--- src/hw/rtl/iwca_pkg.sv ---
`default_nettype none

package iwca_pkg;

  // defaults for the top level parameters
  localparam int DEF_MAX_NODES = 64;
  localparam int DEF_CELL_BITS = 32;

  // field widths
  localparam int TIME_W = 40;
  localparam int NODE_W = 6;
  localparam int CNT_W = 7;
  localparam int OUT_CELL_W = 32;

  // address field width of a queue entry, enough for the largest store
  localparam int ADDR_W_MAX = 20;

  // entries in the queue between front and back
  localparam int QUEUE_DEPTH = 2;

  // command codes
  localparam logic [1:0] CMD_ACCUMULATE = 2'd0;
  localparam logic [1:0] CMD_READ = 2'd1;
  localparam logic [1:0] CMD_CLEAR = 2'd2;

  // configuration register indexes
  localparam logic [1:0] REG_WINDOW_START = 2'd0;
  localparam logic [1:0] REG_WINDOW_END = 2'd1;
  localparam logic [1:0] REG_NODE_COUNT = 2'd2;
  localparam logic [1:0] REG_EXIT_NODE = 2'd3;

  typedef enum logic [2:0] {
    ST_COUNTED = 3'd0,
    ST_OUTSIDE = 3'd1,
    ST_RANGE = 3'd2,
    ST_EXIT = 3'd3,
    ST_READ = 3'd4,
    ST_CLEARED = 3'd5
  } status_t;

  // what the back end has to do with an entry
  typedef enum logic [1:0] {
    OP_COUNT,
    OP_SKIP,
    OP_READ,
    OP_CLEAR
  } op_t;

  typedef struct packed {
    op_t op;
    status_t status;
    logic [TIME_W-1:0] overlap;
    logic [ADDR_W_MAX-1:0] addr_pair;
    logic [ADDR_W_MAX-1:0] addr_row;
    logic [ADDR_W_MAX-1:0] addr_col;
  } entry_t;

  typedef struct packed {
    logic signed [TIME_W-1:0] window_start;
    logic signed [TIME_W-1:0] window_end;
    logic [CNT_W-1:0] nodes_used;
    logic signed [CNT_W-1:0] exit_node;
  } cfg_t;

  typedef enum logic [1:0] {
    FR_IDLE,
    FR_CLASSIFY,
    FR_FINISH
  } front_state_t;

  typedef enum logic [2:0] {
    BK_INIT,
    BK_IDLE,
    BK_READ,
    BK_WRITE,
    BK_FETCH,
    BK_LOOK,
    BK_SWEEP,
    BK_EMIT
  } back_state_t;

endpackage

`default_nettype wire

--- src/hw/rtl/iwca_queue.sv ---
`default_nettype none

module iwca_queue (
  input  wire logic            clk,
  input  wire logic            rst,
  input  wire logic            push,
  input  wire iwca_pkg::entry_t push_entry,
  input  wire logic            pop,
  output iwca_pkg::entry_t     head,
  output logic                 full,
  output logic                 empty
);
  import iwca_pkg::*;

  localparam int PTR_W = (QUEUE_DEPTH > 1) ? $clog2(QUEUE_DEPTH) : 1;
  localparam int CNT_QW = $clog2(QUEUE_DEPTH + 1);

  entry_t slots [QUEUE_DEPTH];
  logic [PTR_W-1:0] wr_ptr;
  logic [PTR_W-1:0] rd_ptr;
  logic [CNT_QW-1:0] fill;

  assign full = (fill == CNT_QW'(QUEUE_DEPTH));
  assign empty = (fill == '0);
  assign head = slots[rd_ptr];

  // pointer and fill bookkeeping
  always_ff @(posedge clk) begin
    if (rst) begin
      wr_ptr <= '0;
      rd_ptr <= '0;
      fill <= '0;
    end else begin
      if (push) begin
        wr_ptr <= (wr_ptr == PTR_W'(QUEUE_DEPTH - 1)) ? '0 : wr_ptr + 1'b1;
      end
      if (pop) begin
        rd_ptr <= (rd_ptr == PTR_W'(QUEUE_DEPTH - 1)) ? '0 : rd_ptr + 1'b1;
      end
      if (push && !pop) begin
        fill <= fill + 1'b1;
      end else if (pop && !push) begin
        fill <= fill - 1'b1;
      end
    end
  end

  // entry storage
  always_ff @(posedge clk) begin
    if (push) begin
      slots[wr_ptr] <= push_entry;
    end
  end

endmodule

`default_nettype wire

--- config.mk ---
export PLATFORM = sky130hd
export DESIGN_NAME = iwca_queue
export DESIGN_NICKNAME = d
export VERILOG_FILES = /design/src/hw/rtl/iwca_pkg.sv /design/src/hw/rtl/iwca_queue.sv
export SDC_FILE = /design/constraint.sdc
export NUM_CORES = 1
export LEC_CHECK = 0
export ABC_AREA = 1
export BUFFER_PORTS_ARGS = -buffer_cell sky130_fd_sc_hd__buf_2
export CAP_MARGIN = 20
export CORE_UTILIZATION = 47
export DETAILED_ROUTE_END_ITERATION = 7
export GPL_TIMING_DRIVEN = 0
export PLACE_DENSITY = 0.73
export SLEW_MARGIN = 20
export SYNTH_ARGS = -nofsm -noshare
export SYNTH_HDL_FRONTEND = slang
export SYNTH_SLANG_ARGS = --single-unit
--- constraint.sdc ---
create_clock -name clk -period 18.8 [get_ports clk]
set_input_delay 4.7 -clock clk [delete_from_list [all_inputs] [get_ports clk]]
set_output_delay 4.7 -clock clk [all_outputs]
set_load 0.05 [all_outputs]
After elaboration in Yosys (flattened, before gate mapping)
Memories as Yosys holds them, arrays and structs flattened. A register that Yosys moved wholly into a read port is not among the register bits.
Cells that the tools add are included.
{ "classes": {"muxes": 8, "eq_ne": 1, "reduce_logical": 6, "n_addsub": 4} }
{ "ops": {"columns": ["op", "n"], "rows": [
  ["1-bit 2-to-1 mux", 6],
  ["2-bit 2-to-1 mux", 2],
  ["1-bit adder, second input constant", 2],
  ["2-bit by 1-bit adder with 2-bit output, second input constant", 1],
  ["2-bit equality test, second input constant", 1],
  ["1-bit logical AND", 2],
  ["1-bit zero test", 2],
  ["2-bit zero test", 1],
  ["2-bit nonzero test", 1],
  ["2-bit by 1-bit subtractor with 2-bit output, second input constant", 1]
]} }
{ "word_totals": {"wordCells": 23, "mem_bits_rw": 210, "ff_bits": 4, "in_bits": 109, "memories": 1} }
{ "mem_list": {"columns": ["name", "depth", "width", "rd", "rd_ports_with_merged_regs", "write_ports", "line_no", "text"], "rows": [
  ["slots", 2, 105, 1, 1, 1, "iwca_queue.sv:18", "entry_t slots [QUEUE_DEPTH];"]
]} }

Longest topological paths before layout
{ "logic_depth": {"word_depth": 4, "mapped_depth": 8} }

Worst setup path before layout
OpenSTA, ideal clock, no wires.
{ "synth_timing": {"path_kind": "input port to flip-flop", "from": "input push", "to": "memory slots[0][0] (netlist bit), enable pin", "setup_slack_ps": 9093, "setup_ps": 573, "arrival_time_ps": 9134, "path_buffers": 0, "path_stages": 2, "cell_sequence": "inv_1 > nor2_1"} }
{ "synth_via": {"elab_chain_cells": 2} }
{ "synth_lines": {"columns": ["item", "line_no", "text"], "rows": [
  ["start, declared", "iwca_queue.sv:6", "input wire logic push,"],
  ["1-bit 2-to-1 mux", "iwca_queue.sv:50", "if (push) begin"],
  ["1-bit 2-to-1 mux (not written as such)", "iwca_queue.sv:51", "slots[wr_ptr] <= push_entry;"],
  ["end, declared", "iwca_queue.sv:18", null]
]} }
Every way passes these cells.

==> out/qor.yml <==
p_leak_uw: 0.004026
cap_violations: 0
layout_common_cells: "220 x buf_2, 210 x edfxtp_1, 55 x mux2_2"
dr.pass1.iters: 4
route.vias.total: 4070
drv_slew: 0
wl_per_cell_um: 16.74
numPortBuffers: 215
finalNonFillerCells: 841
post_cts_buffers: 0
worst_ep_required_time_ps: 14100
grt_pass1_wl_um: 22050
route.detailed.drc: 0
rsz0062_at_grt: "no"
insertion_delay_ps: 490
syn_area_per_cell_um2: 22.37
worst_ep_arrival_time_ps: 1790
netlist_instances: 360
outcome: "completed"
tns_ps: 0
dp_cells: 801
min_period_ps: 6489
drt-met1-wl_um: 5317
post-place-ws_ps: 12630
gp_congestion: 0.7038
clk_path_buf_depth: 3
cts_tree: "built"
slew_headroom_pct: 68.96
totalWireLength_um: 14080
grt_pass1_vias: 4417
io_pins: 216
ys_warn_count: 0
synth_top_area_share_pct: 78.30
vias_per_cell: 4.839
ir_drop_uv: 80.64
finalCritPeriodShare_pct: 34.51
row_count: 47
cts_buffers: 22
setup_viol: 0
setup_ws_ps: 12310
worst_pin_slew_ps: 465.5
synth_area_leaders: "edfxtp_1 78%, mux2_4 9.3%, mux2_2 7.7%, buf_12 1.2%, dfxtp_1 1.2%"
die_h_um: 132.9
fmax_mhz: 154.1
ys_seq_elements: 215
diodes: 0
fin_skew_ps: 5.127
track_usage_pct: 15.98
dr_wl_met2_um: 7258
area_delta_synth_final_pct: 27.81
gr-total-overflow: 0
wl_met3_um: 1275
synth.yosys.seq_area_share_pct: 79.54
nets: 715
endpoint_kind: "output port"
die_area_um2: 17660
clock-sinks: 215
start_util_pct: 48.39
cts-root-buf: "clkbuf_16"
timing.reg2reg.setup_slack_ps: 17170
cp-start-kind: "register"
dpl.hpwl_um: 9851
cts.repair.resized: 0
netlist_area_um2: 8054
drive_gt1_share_pct: 59.74
antenna_found_initial: 1
hold_path_class: "register to register"
synth_area_leader_cell: "edfxtp_1"
detailedRoute.firstIterationViolations: 184
final_common_cell: "buf_2"
cts_hold_buf: 0
antenna_left: 0
hold_viol: 0
die_x_um: 132.9
cts.clk_slew.worst_paths_ps: 60
grt_max_degree: 62
powerDensity_nw_per_um2: 114.6
highest_layer: "met4"
core_um2: 16640
cts_max_level: 1
criticalPathCategory: "register to output port"
ys_types: 18
synth_fp_nets: 470
worstPathMaxFanout: 10
## power by group
| part | leakage, µW | internal, µW | switching (µW) |
|---|---|---|---|
| combinational | 0.00167 | 65.6 | 133 |
| sequential | 0.00201 | 555 | 6.22 |
| clock | 0.000347 | 254 | 166 |
## per-layer routing
| layer | GRT usage [%] | vias up |
|---|---|---|
| met5 | 0 | - |
| met1 | 18.60 | 1971 |
| li1 | - | 1906 |
| met4 | 4.534 | 0 |
| met3 | 4.943 | 23 |
| met2 | 28.36 | 170 |
## through the flow
step | util [%] | cell area [µm²] | total power (µW) | hold slack, ps
floorplan | - | 8054 | 721.7 | 479.9
global placement | 56.51 | 9405 | 765.8 | 495.9
detailed placement | 57.58 | 9583 | 771.9 | 514.1
CTS | 61.85 | 10290 | 1193 | 528.3
global route | 61.85 | 10290 | 1219 | 566.2
finish | 61.85 | 10290 | 1179 | 524.6
## flip-flops by register name, summed over array words and instances (netlist names), named ones only
| name | cells |
|---|---|
| rd_ptr | 1 |
| wr_ptr | 1 |
| fill | 2 |
| slots | 210 |
## synthesized netlist by cell type
master	n
a21oi_1	1
buf_12	5
buf_2	5
buf_6	1
buf_8	1
dfxtp_1	5
edfxtp_1	210
ha_1	1
inv_1	9
mux2_2	55
mux2_4	50
nand2_1	5
nand3_1	1
nand4_1	1
nor2_1	7
nor3_1	1
o21ai_0	1
xnor2_1	1
## cells by family (layout without fill, tap and decap cells)
| family | count (synthesis) | in the layout | share of synthesized area [%] |
|---|---|---|---|
| flops | 215 | 215 | 79.54 |
| mux | 105 | 105 | 17.01 |
| buf+inv | 21 | 282 | 2.299 |
| simple gates | 15 | 15 | 0.7612 |
| compound gates | 2 | 2 | 0.1242 |
| fa+ha+maj | 1 | 1 | 0.1553 |
| xor+xnor | 1 | 1 | 0.1088 |
## worst paths after layout
path	start	end	depth (start not counted)
hold / removal	rd_ptr	register	2
setup reg to reg	wr_ptr	slots[0][72]	4
setup / recovery	register	head[38]	5
hold reg to reg	rd_ptr	register	2
## layout make-up
cell class              count  area (µm²)
plain buffers              12       151.4
inverters                   9       38.79
fillers                  1204        6349
well taps                 220       275.3
flip-flops and latches    215        6406
repair buffers            221        1241
clock buffers              28       604.3
clock inverters            12       106.4
multi-input cells         124        1470
## critical path, cell delays in order, from the launching register on
cell,delay (ps)
dfxtp_1,320
buf_6,120
buf_8,170
buf_12,160
mux2_4,310
buf_2,210
No activity file was read; power rests on OpenSTA's default activity.
