**src/hw/rtl/iwca_pkg.sv**
```systemverilog
`default_nettype none

package iwca_pkg;

  // defaults for the top level parameters
  localparam int DEF_MAX_NODES = 64;
  localparam int DEF_CELL_BITS = 32;

  // field widths
  localparam int TIME_W = 40;
  localparam int NODE_W = 6;
  localparam int CNT_W = 7;
  localparam int OUT_CELL_W = 32;

  // address field width of a queue entry, enough for the largest store
  localparam int ADDR_W_MAX = 20;

  // entries in the queue between front and back
  localparam int QUEUE_DEPTH = 2;

  // command codes
  localparam logic [1:0] CMD_ACCUMULATE = 2'd0;
  localparam logic [1:0] CMD_READ = 2'd1;
  localparam logic [1:0] CMD_CLEAR = 2'd2;

  // configuration register indexes
  localparam logic [1:0] REG_WINDOW_START = 2'd0;
  localparam logic [1:0] REG_WINDOW_END = 2'd1;
  localparam logic [1:0] REG_NODE_COUNT = 2'd2;
  localparam logic [1:0] REG_EXIT_NODE = 2'd3;

  typedef enum logic [2:0] {
    ST_COUNTED = 3'd0,
    ST_OUTSIDE = 3'd1,
    ST_RANGE = 3'd2,
    ST_EXIT = 3'd3,
    ST_READ = 3'd4,
    ST_CLEARED = 3'd5
  } status_t;

  // what the back end has to do with an entry
  typedef enum logic [1:0] {
    OP_COUNT,
    OP_SKIP,
    OP_READ,
    OP_CLEAR
  } op_t;

  typedef struct packed {
    op_t op;
    status_t status;
    logic [TIME_W-1:0] overlap;
    logic [ADDR_W_MAX-1:0] addr_pair;
    logic [ADDR_W_MAX-1:0] addr_row;
    logic [ADDR_W_MAX-1:0] addr_col;
  } entry_t;

  typedef struct packed {
    logic signed [TIME_W-1:0] window_start;
    logic signed [TIME_W-1:0] window_end;
    logic [CNT_W-1:0] nodes_used;
    logic signed [CNT_W-1:0] exit_node;
  } cfg_t;

  typedef enum logic [1:0] {
    FR_IDLE,
    FR_CLASSIFY,
    FR_FINISH
  } front_state_t;

  typedef enum logic [2:0] {
    BK_INIT,
    BK_IDLE,
    BK_READ,
    BK_WRITE,
    BK_FETCH,
    BK_LOOK,
    BK_SWEEP,
    BK_EMIT
  } back_state_t;

endpackage

`default_nettype wire

```
**src/hw/rtl/iwca_front.sv**
```systemverilog
`default_nettype none

module iwca_front #(
  parameter int MAX_NODES = iwca_pkg::DEF_MAX_NODES
) (
  input  wire logic                            clk,
  input  wire logic                            rst,
  input  wire iwca_pkg::cfg_t                  cfg,
  input  wire logic                            accept,
  input  wire logic [1:0]                      command,
  input  wire logic [iwca_pkg::TIME_W-1:0]     interval_start,
  input  wire logic [iwca_pkg::TIME_W-1:0]     interval_end,
  input  wire logic [iwca_pkg::NODE_W-1:0]     node_a,
  input  wire logic [iwca_pkg::NODE_W-1:0]     node_b,
  input  wire logic [iwca_pkg::NODE_W-1:0]     read_row,
  input  wire logic [iwca_pkg::NODE_W-1:0]     read_col,
  input  wire logic                            queue_full,
  output logic                                 front_busy,
  output logic                                 push,
  output iwca_pkg::entry_t                     push_entry
);
  import iwca_pkg::*;

  front_state_t state;
  front_state_t state_next;

  // captured command beat
  logic [1:0] cmd;
  logic signed [TIME_W-1:0] t_start;
  logic signed [TIME_W-1:0] t_end;
  logic [NODE_W-1:0] row;
  logic [NODE_W-1:0] col;
  logic [NODE_W-1:0] rd_row;
  logic [NODE_W-1:0] rd_col;

  // classification results
  op_t cls_op;
  status_t cls_status;
  logic signed [TIME_W-1:0] ov_start;
  logic signed [TIME_W-1:0] ov_end;
  logic [ADDR_W_MAX-1:0] addr_pair;
  logic [ADDR_W_MAX-1:0] addr_row;
  logic [ADDR_W_MAX-1:0] addr_col;

  // classify terms
  logic outside;
  logic row_ok;
  logic col_ok;
  logic exit_hit;
  logic rd_ok;
  op_t op_c;
  status_t status_c;

  // overlap length
  logic signed [TIME_W:0] dur;
  logic dur_pos;

  localparam logic [ADDR_W_MAX-1:0] STRIDE = ADDR_W_MAX'(MAX_NODES);

  // next state
  always_comb begin
    state_next = state;
    unique case (state)
      FR_IDLE: begin
        if (accept) begin
          state_next = FR_CLASSIFY;
        end
      end
      FR_CLASSIFY: begin
        state_next = FR_FINISH;
      end
      FR_FINISH: begin
        if (!queue_full) begin
          state_next = FR_IDLE;
        end
      end
      default: state_next = FR_IDLE;
    endcase
  end

  always_ff @(posedge clk) begin
    if (rst) begin
      state <= FR_IDLE;
    end else begin
      state <= state_next;
    end
  end

  // capture the beat, ordering the node pair
  always_ff @(posedge clk) begin
    if (state == FR_IDLE && accept) begin
      cmd <= command;
      t_start <= interval_start;
      t_end <= interval_end;
      row <= (node_a < node_b) ? node_a : node_b;
      col <= (node_a < node_b) ? node_b : node_a;
      rd_row <= read_row;
      rd_col <= read_col;
    end
  end

  // window, node range and exit node tests
  always_comb begin
    outside = (t_end <= cfg.window_start) || (t_start >= cfg.window_end);
    row_ok = (CNT_W'(row) < cfg.nodes_used) && (32'(row) < 32'(MAX_NODES));
    col_ok = (CNT_W'(col) < cfg.nodes_used) && (32'(col) < 32'(MAX_NODES));
    exit_hit = !cfg.exit_node[CNT_W-1] &&
               ((CNT_W'(row) == cfg.exit_node) || (CNT_W'(col) == cfg.exit_node));
    rd_ok = (32'(rd_row) < 32'(MAX_NODES)) && (32'(rd_col) < 32'(MAX_NODES));
    op_c = OP_READ;
    status_c = ST_READ;
    case (cmd)
      CMD_ACCUMULATE: begin
        op_c = OP_SKIP;
        if (outside) begin
          status_c = ST_OUTSIDE;
        end else if (!row_ok || !col_ok) begin
          status_c = ST_RANGE;
        end else if (exit_hit) begin
          status_c = ST_EXIT;
        end else begin
          op_c = OP_COUNT;
          status_c = ST_COUNTED;
        end
      end
      CMD_CLEAR: begin
        op_c = OP_CLEAR;
        status_c = ST_CLEARED;
      end
      default: begin
        op_c = rd_ok ? OP_READ : OP_SKIP;
        status_c = ST_READ;
      end
    endcase
  end

  // register the classification and the cell addresses
  always_ff @(posedge clk) begin
    if (state == FR_CLASSIFY) begin
      cls_op <= op_c;
      cls_status <= status_c;
      ov_start <= (t_start > cfg.window_start) ? t_start : cfg.window_start;
      ov_end <= (t_end < cfg.window_end) ? t_end : cfg.window_end;
      if (cmd == CMD_ACCUMULATE) begin
        addr_pair <= ADDR_W_MAX'(row) * STRIDE + ADDR_W_MAX'(col);
      end else begin
        addr_pair <= ADDR_W_MAX'(rd_row) * STRIDE + ADDR_W_MAX'(rd_col);
      end
      addr_row <= ADDR_W_MAX'(row) * STRIDE + ADDR_W_MAX'(row);
      addr_col <= ADDR_W_MAX'(col) * STRIDE + ADDR_W_MAX'(col);
    end
  end

  // overlap length; an empty overlap turns a counted edge into a skip
  assign dur = {ov_end[TIME_W-1], ov_end} - {ov_start[TIME_W-1], ov_start};
  assign dur_pos = !dur[TIME_W] && (dur != '0);

  always_comb begin
    push_entry.op = cls_op;
    push_entry.status = cls_status;
    push_entry.overlap = '0;
    push_entry.addr_pair = addr_pair;
    push_entry.addr_row = addr_row;
    push_entry.addr_col = addr_col;
    if (cls_op == OP_COUNT) begin
      if (dur_pos) begin
        push_entry.overlap = dur[TIME_W-1:0];
      end else begin
        push_entry.op = OP_SKIP;
        push_entry.status = ST_OUTSIDE;
      end
    end
  end

  assign push = (state == FR_FINISH) && !queue_full;
  assign front_busy = (state != FR_IDLE);

endmodule

`default_nettype wire

```
**config.mk**
```make
export PLATFORM = sky130hd
export DESIGN_NAME = iwca_front
export DESIGN_NICKNAME = d
export VERILOG_FILES = /design/src/hw/rtl/iwca_pkg.sv /design/src/hw/rtl/iwca_front.sv
export SDC_FILE = /design/constraint.sdc
export NUM_CORES = 1
export LEC_CHECK = 0
export ABC_AREA = 1
export BUFFER_PORTS_ARGS = -buffer_cell sky130_fd_sc_hd__buf_2
export CORE_UTILIZATION = 56
export CTS_BUF_LIST = sky130_fd_sc_hd__clkbuf_8
export DETAILED_ROUTE_END_ITERATION = 10
export PLACE_DENSITY = 0.89
export SETUP_SLACK_MARGIN = 0.5
export SLEW_MARGIN = 20
export SYNTH_ARGS = -nofsm -noshare
export SYNTH_HDL_FRONTEND = slang
export SYNTH_SLANG_ARGS = --single-unit
```
**constraint.sdc**
```tcl
create_clock -name clk -period 19.51 [get_ports clk]
set_input_delay 4.8775 -clock clk [delete_from_list [all_inputs] [get_ports clk]]
set_output_delay 4.8775 -clock clk [all_outputs]
set_load 0.005 [all_outputs]
```
== Word level (Yosys, flattened, before mapping) ==
Cells that the tools add are included.

* Add/subtract/negate cells: 5
* Order comparisons: 7
* Equal/unequal tests: 7
* Mux-type cells: 19
* Reductions and logical operators: 18

{| class="wikitable"
|+ Operators with widths
! operator !! count
|-
| 2-to-1 mux 40 bit || 3
|-
| adder 12 x 6 -> 13 bit || 4
|-
| 2-to-1 mux 45 bit || 1
|-
| nonzero test 41 bit || 1
|-
| subtractor 40 x 40 -> 41 bit || 1
|-
| >= comparator 40 bit || 1
|-
| greater-than comparator 40 bit || 1
|-
| less-or-equal comparator 40 bit || 1
|-
| < comparator 40 bit || 1
|-
| == test 6 x 7 -> 1 bit || 2
|-
| < comparator 6 x 7 -> 1 bit || 2
|-
| 2-to-1 mux 13 bit || 1
|-
| 2-to-1 mux 6 bit || 2
|-
| 2-to-1 mux 2 bit || 5
|-
| zero test 2 bit || 3
|-
| < comparator 6 bit || 1
|-
| one-hot mux 2 bit (3 select lines) || 1
|-
| one-hot mux 3 bit (2 select lines) || 1
|-
| zero test 1 bit || 5
|-
| 2-to-1 mux 5 bit || 1
|-
| == test 2 bit (second input constant) || 2
|-
| logical AND 1 bit || 4
|-
| != test 2 bit (second input constant) || 2
|-
| one-hot mux 2 bit (2 select lines) || 1
|-
| 5 further kinds || 9
|}

* Bits in registers: 253
* Input bits: 204

== Longest topological paths before layout ==
* Depth after elaboration: 7
* Mapped depth: 21
* Gate-level depth less buffers: 21

== Worst setup path before layout ==
Ideal clock, no wire load.

* Path kind: input -> output
* Start: in queue_full
* End: out push
* Arrival time: 5.069 ns
* Required time: 14.632 ns
* Setup slack: 9.563 ns
* Stages on the path: 1
* Cell sequence: nor3_1

* Cells in the longest elaborated chain, start to end: 2

{| class="wikitable"
|+ Ends and longest elaborated chain
! element !! RTL line !! text
|-
| from (decl) || iwca_front.sv:17 || <nowiki>input wire logic queue_full,</nowiki>
|-
| zero test 1 bit || iwca_front.sv:175 || <nowiki>assign push = (state == FR_FINISH) && !queue_full;</nowiki>
|-
| logical AND 1 bit || iwca_front.sv:175 ||
|-
| to (decl) || iwca_front.sv:19 || <nowiki>output logic push,</nowiki>
|}

Every way passes these cells.

== Final worst setup path ==
Ends and elaborated chain as after synthesis.

==> impl_metrics.ini <==
[run_status]
status = finished, final reports clean

[synthesis]
synth_area_per_cell_um2 = 7.83
synth-edff-count = 214
syn_area_um2 = 16800
synth_area_leaders = edfxtp_1 (38%), ha_1 (16%), nand2_1 (14%), inv_1 (8.0%), nand3_1 (5.5%)
yosys_warnings = 0
ys_ff_latch = 216
synthDistinctLibCells = 47
synth_top_area_share_pct = 38.3
ys_async_sr_fraction_pct = 0
yosys.area.top_type = edfxtp_1
yosysSeqAreaShare_pct = 38.6
synth-main-ff-cell = edfxtp_1
synth_cells = 2141

[cts]
clock_latency_ns = 0.57
cts_setup_buffers = 0
cts.path.max_buffers = 3
cts-resized-gates = 0
clk_pin_slew_ns = 0.06
clock-root-buffer = clkbuf_8
clkSinkCount = 216
htreeDepth = 2
holdBufCountCts = 0
numCtsBuffers = 36
cts_tree = yes

[drt]
dr.pass1.iters = 6
ant_nets = 0
route.detailed.drc = 0
vias = 15500
avgRoutedWirePerCell_um = 17.4
drt-total-wl_mm = 49.3
viasPerCell = 5.46
drtIter0Drc = 1420

[place]
dpl.hpwl_mm = 40.8
gp_congestion = 1.01
port_buffers = 286

[setup_path]
r2r_start = t_start[39]$_DFFE_PP_
cp_max_fo = 2
critPathCaptureType = output port
startpoint_type = input port
crit_type = in2out
critPathRequiredTime_ns = 14.63
startpoint = queue_full
arrival_ns = 5.30

[pwr]
finalPower_mw = 1.41
powerDensity_nw_per_um2 = 73.4
peakVddDrop_mv = 0.0595
leakage_nw = 10.0

[floorplan]
die-area_um2 = 30600
die_w_um = 175
pin_count = 311
chipHeight_um = 175
std_cell_rows = 62
initial_utilization_pct = 57.7
core_um2 = 29100

[final_layout]
drive_gt1_share_pct = 16.3
final_cell_mix = nand2_1 (608), inv_1 (367), buf_2 (286)
final_nets = 2843
syn_to_final_growth_pct = 14.2
final_common_cell = nand2_1

[min_path]
hold_path_class = reg2reg
hold_path.startpoint = row[0]$_DFFE_PP_

[global_routing]
antenna_found_initial = 5
grt_pass1_vias = 15000
grt_max_degree = 81
grt_pass1_wl_mm = 76.9
overflow = 0
track_usage_pct = 32.3

[timing]
drv_slew = 0
skew_ns = 0.0410
rsz0062_at_grt = false
finalCritPeriodShare_pct = 52.2
tns_ns = 0
fin_crit_ns = 10.18
max_slew_margin_pct = 32.3
fmax_mhz = 98.3
hold_violations = 0
max_slew.worst_pin.slew_ns = 1.02
setup_viol = 0

[job]
maxCapViolations = 0
==> registers in the layout, summed over array words and instances (netlist names), 6 cells and up <==
| register | flops |
|---|---|
| addr_row | 6 |
| addr_col | 6 |
| t_start | 40 |
| rd_row | 6 |
| row | 6 |
| rd_col | 6 |
| ov_end | 40 |
| addr_pair | 12 |
| col | 6 |
| t_end | 40 |
| ov_start | 40 |
==> per-layer routing <==
metal	GRT usage, %	vias up	part of all wire [%]
met3	4.66	112	9.0
li1	-	7568	-
met5	0	-	0
met1	42.6	7043	41
met2	54.0	770	46
met4	11.7	0	3.4
==> power by group <==
part / total (mW) / internal, mW / switching (mW)
sequential: 0.584 / 0.560 / 0.0245
clock: 0.411 / 0.218 / 0.193
combinational: 0.410 / 0.141 / 0.269
==> critical path: stages <==
cell and delay (ns):
buf_2 0.11, nor3_1 0.17, buf_2 0.14
==> cells by family after synthesis <==
group	after synthesis	synth area share [%]
AO/OA/AOI/OAI	193	6.42
XOR/XNOR	13	0.724
adder cells (fa/ha/maj)	215	16.1
buffers and inverters	433	10.8
flip-flops	216	38.6
other	1	0.0224
AND/OR/NAND/NOR	1070	27.4
==> Yosys cell counts (2+ instances only) <==
cell type,instances
a211oi_1,3
a21boi_0,3
a21o_1,2
a21oi_1,118
a31o_2,2
and2_1,2
buf_2,10
buf_4,37
buf_6,4
clkbuf_1,23
dfxtp_1,2
edfxtp_1,214
ha_1,214
inv_1,359
nand2_1,608
nand2_2,4
nand3_1,183
nand3_2,8
nand3b_1,10
nand4_1,40
nor2_1,152
nor2_2,21
nor3_1,23
nor3b_1,3
nor4_1,3
o211ai_1,7
o21a_1,7
o21ai_0,35
o21bai_1,4
o221ai_1,6
or2_2,8
xnor2_1,7
xor2_1,5
==> final timing paths <==
path                            slack, ns  depth (start not counted)               endpoint
worst min register to register       0.46                          0  addr_row[6]$_DFFE_PN_
worst max-delay path                 9.33                          3                   push
worst max register to register      16.19                         12  ov_start[0]$_DFFE_PN_
worst min-delay path                 0.46                          0  addr_row[6]$_DFFE_PN_
==> layout make-up <==
class	instances	area [um2]
sequential	216	6470
tap	384	480
clock inverter	29	241
inverter	359	1350
antenna	4	10.0
clock buffer	36	495
fill	2454	9930
timing repair buffer	296	1510
multi-input combinational	1515	8610
==> metrics by stage <==
stage	hold slack, ns	setup WS [ns]	utilization, %	instances	cell area (um2)
CTS	0.460	9.34	65.8	2835	19100
global route	0.462	9.31	65.8	2839	19200
floorplan	0.426	9.56	-	2164	16900
finish	0.457	9.33	65.8	2839	19200
global placement	0.433	9.34	63.3	2770	18400
detailed placement	0.452	9.35	63.3	2770	18400
No activity file was read; power rests on OpenSTA's default activity.
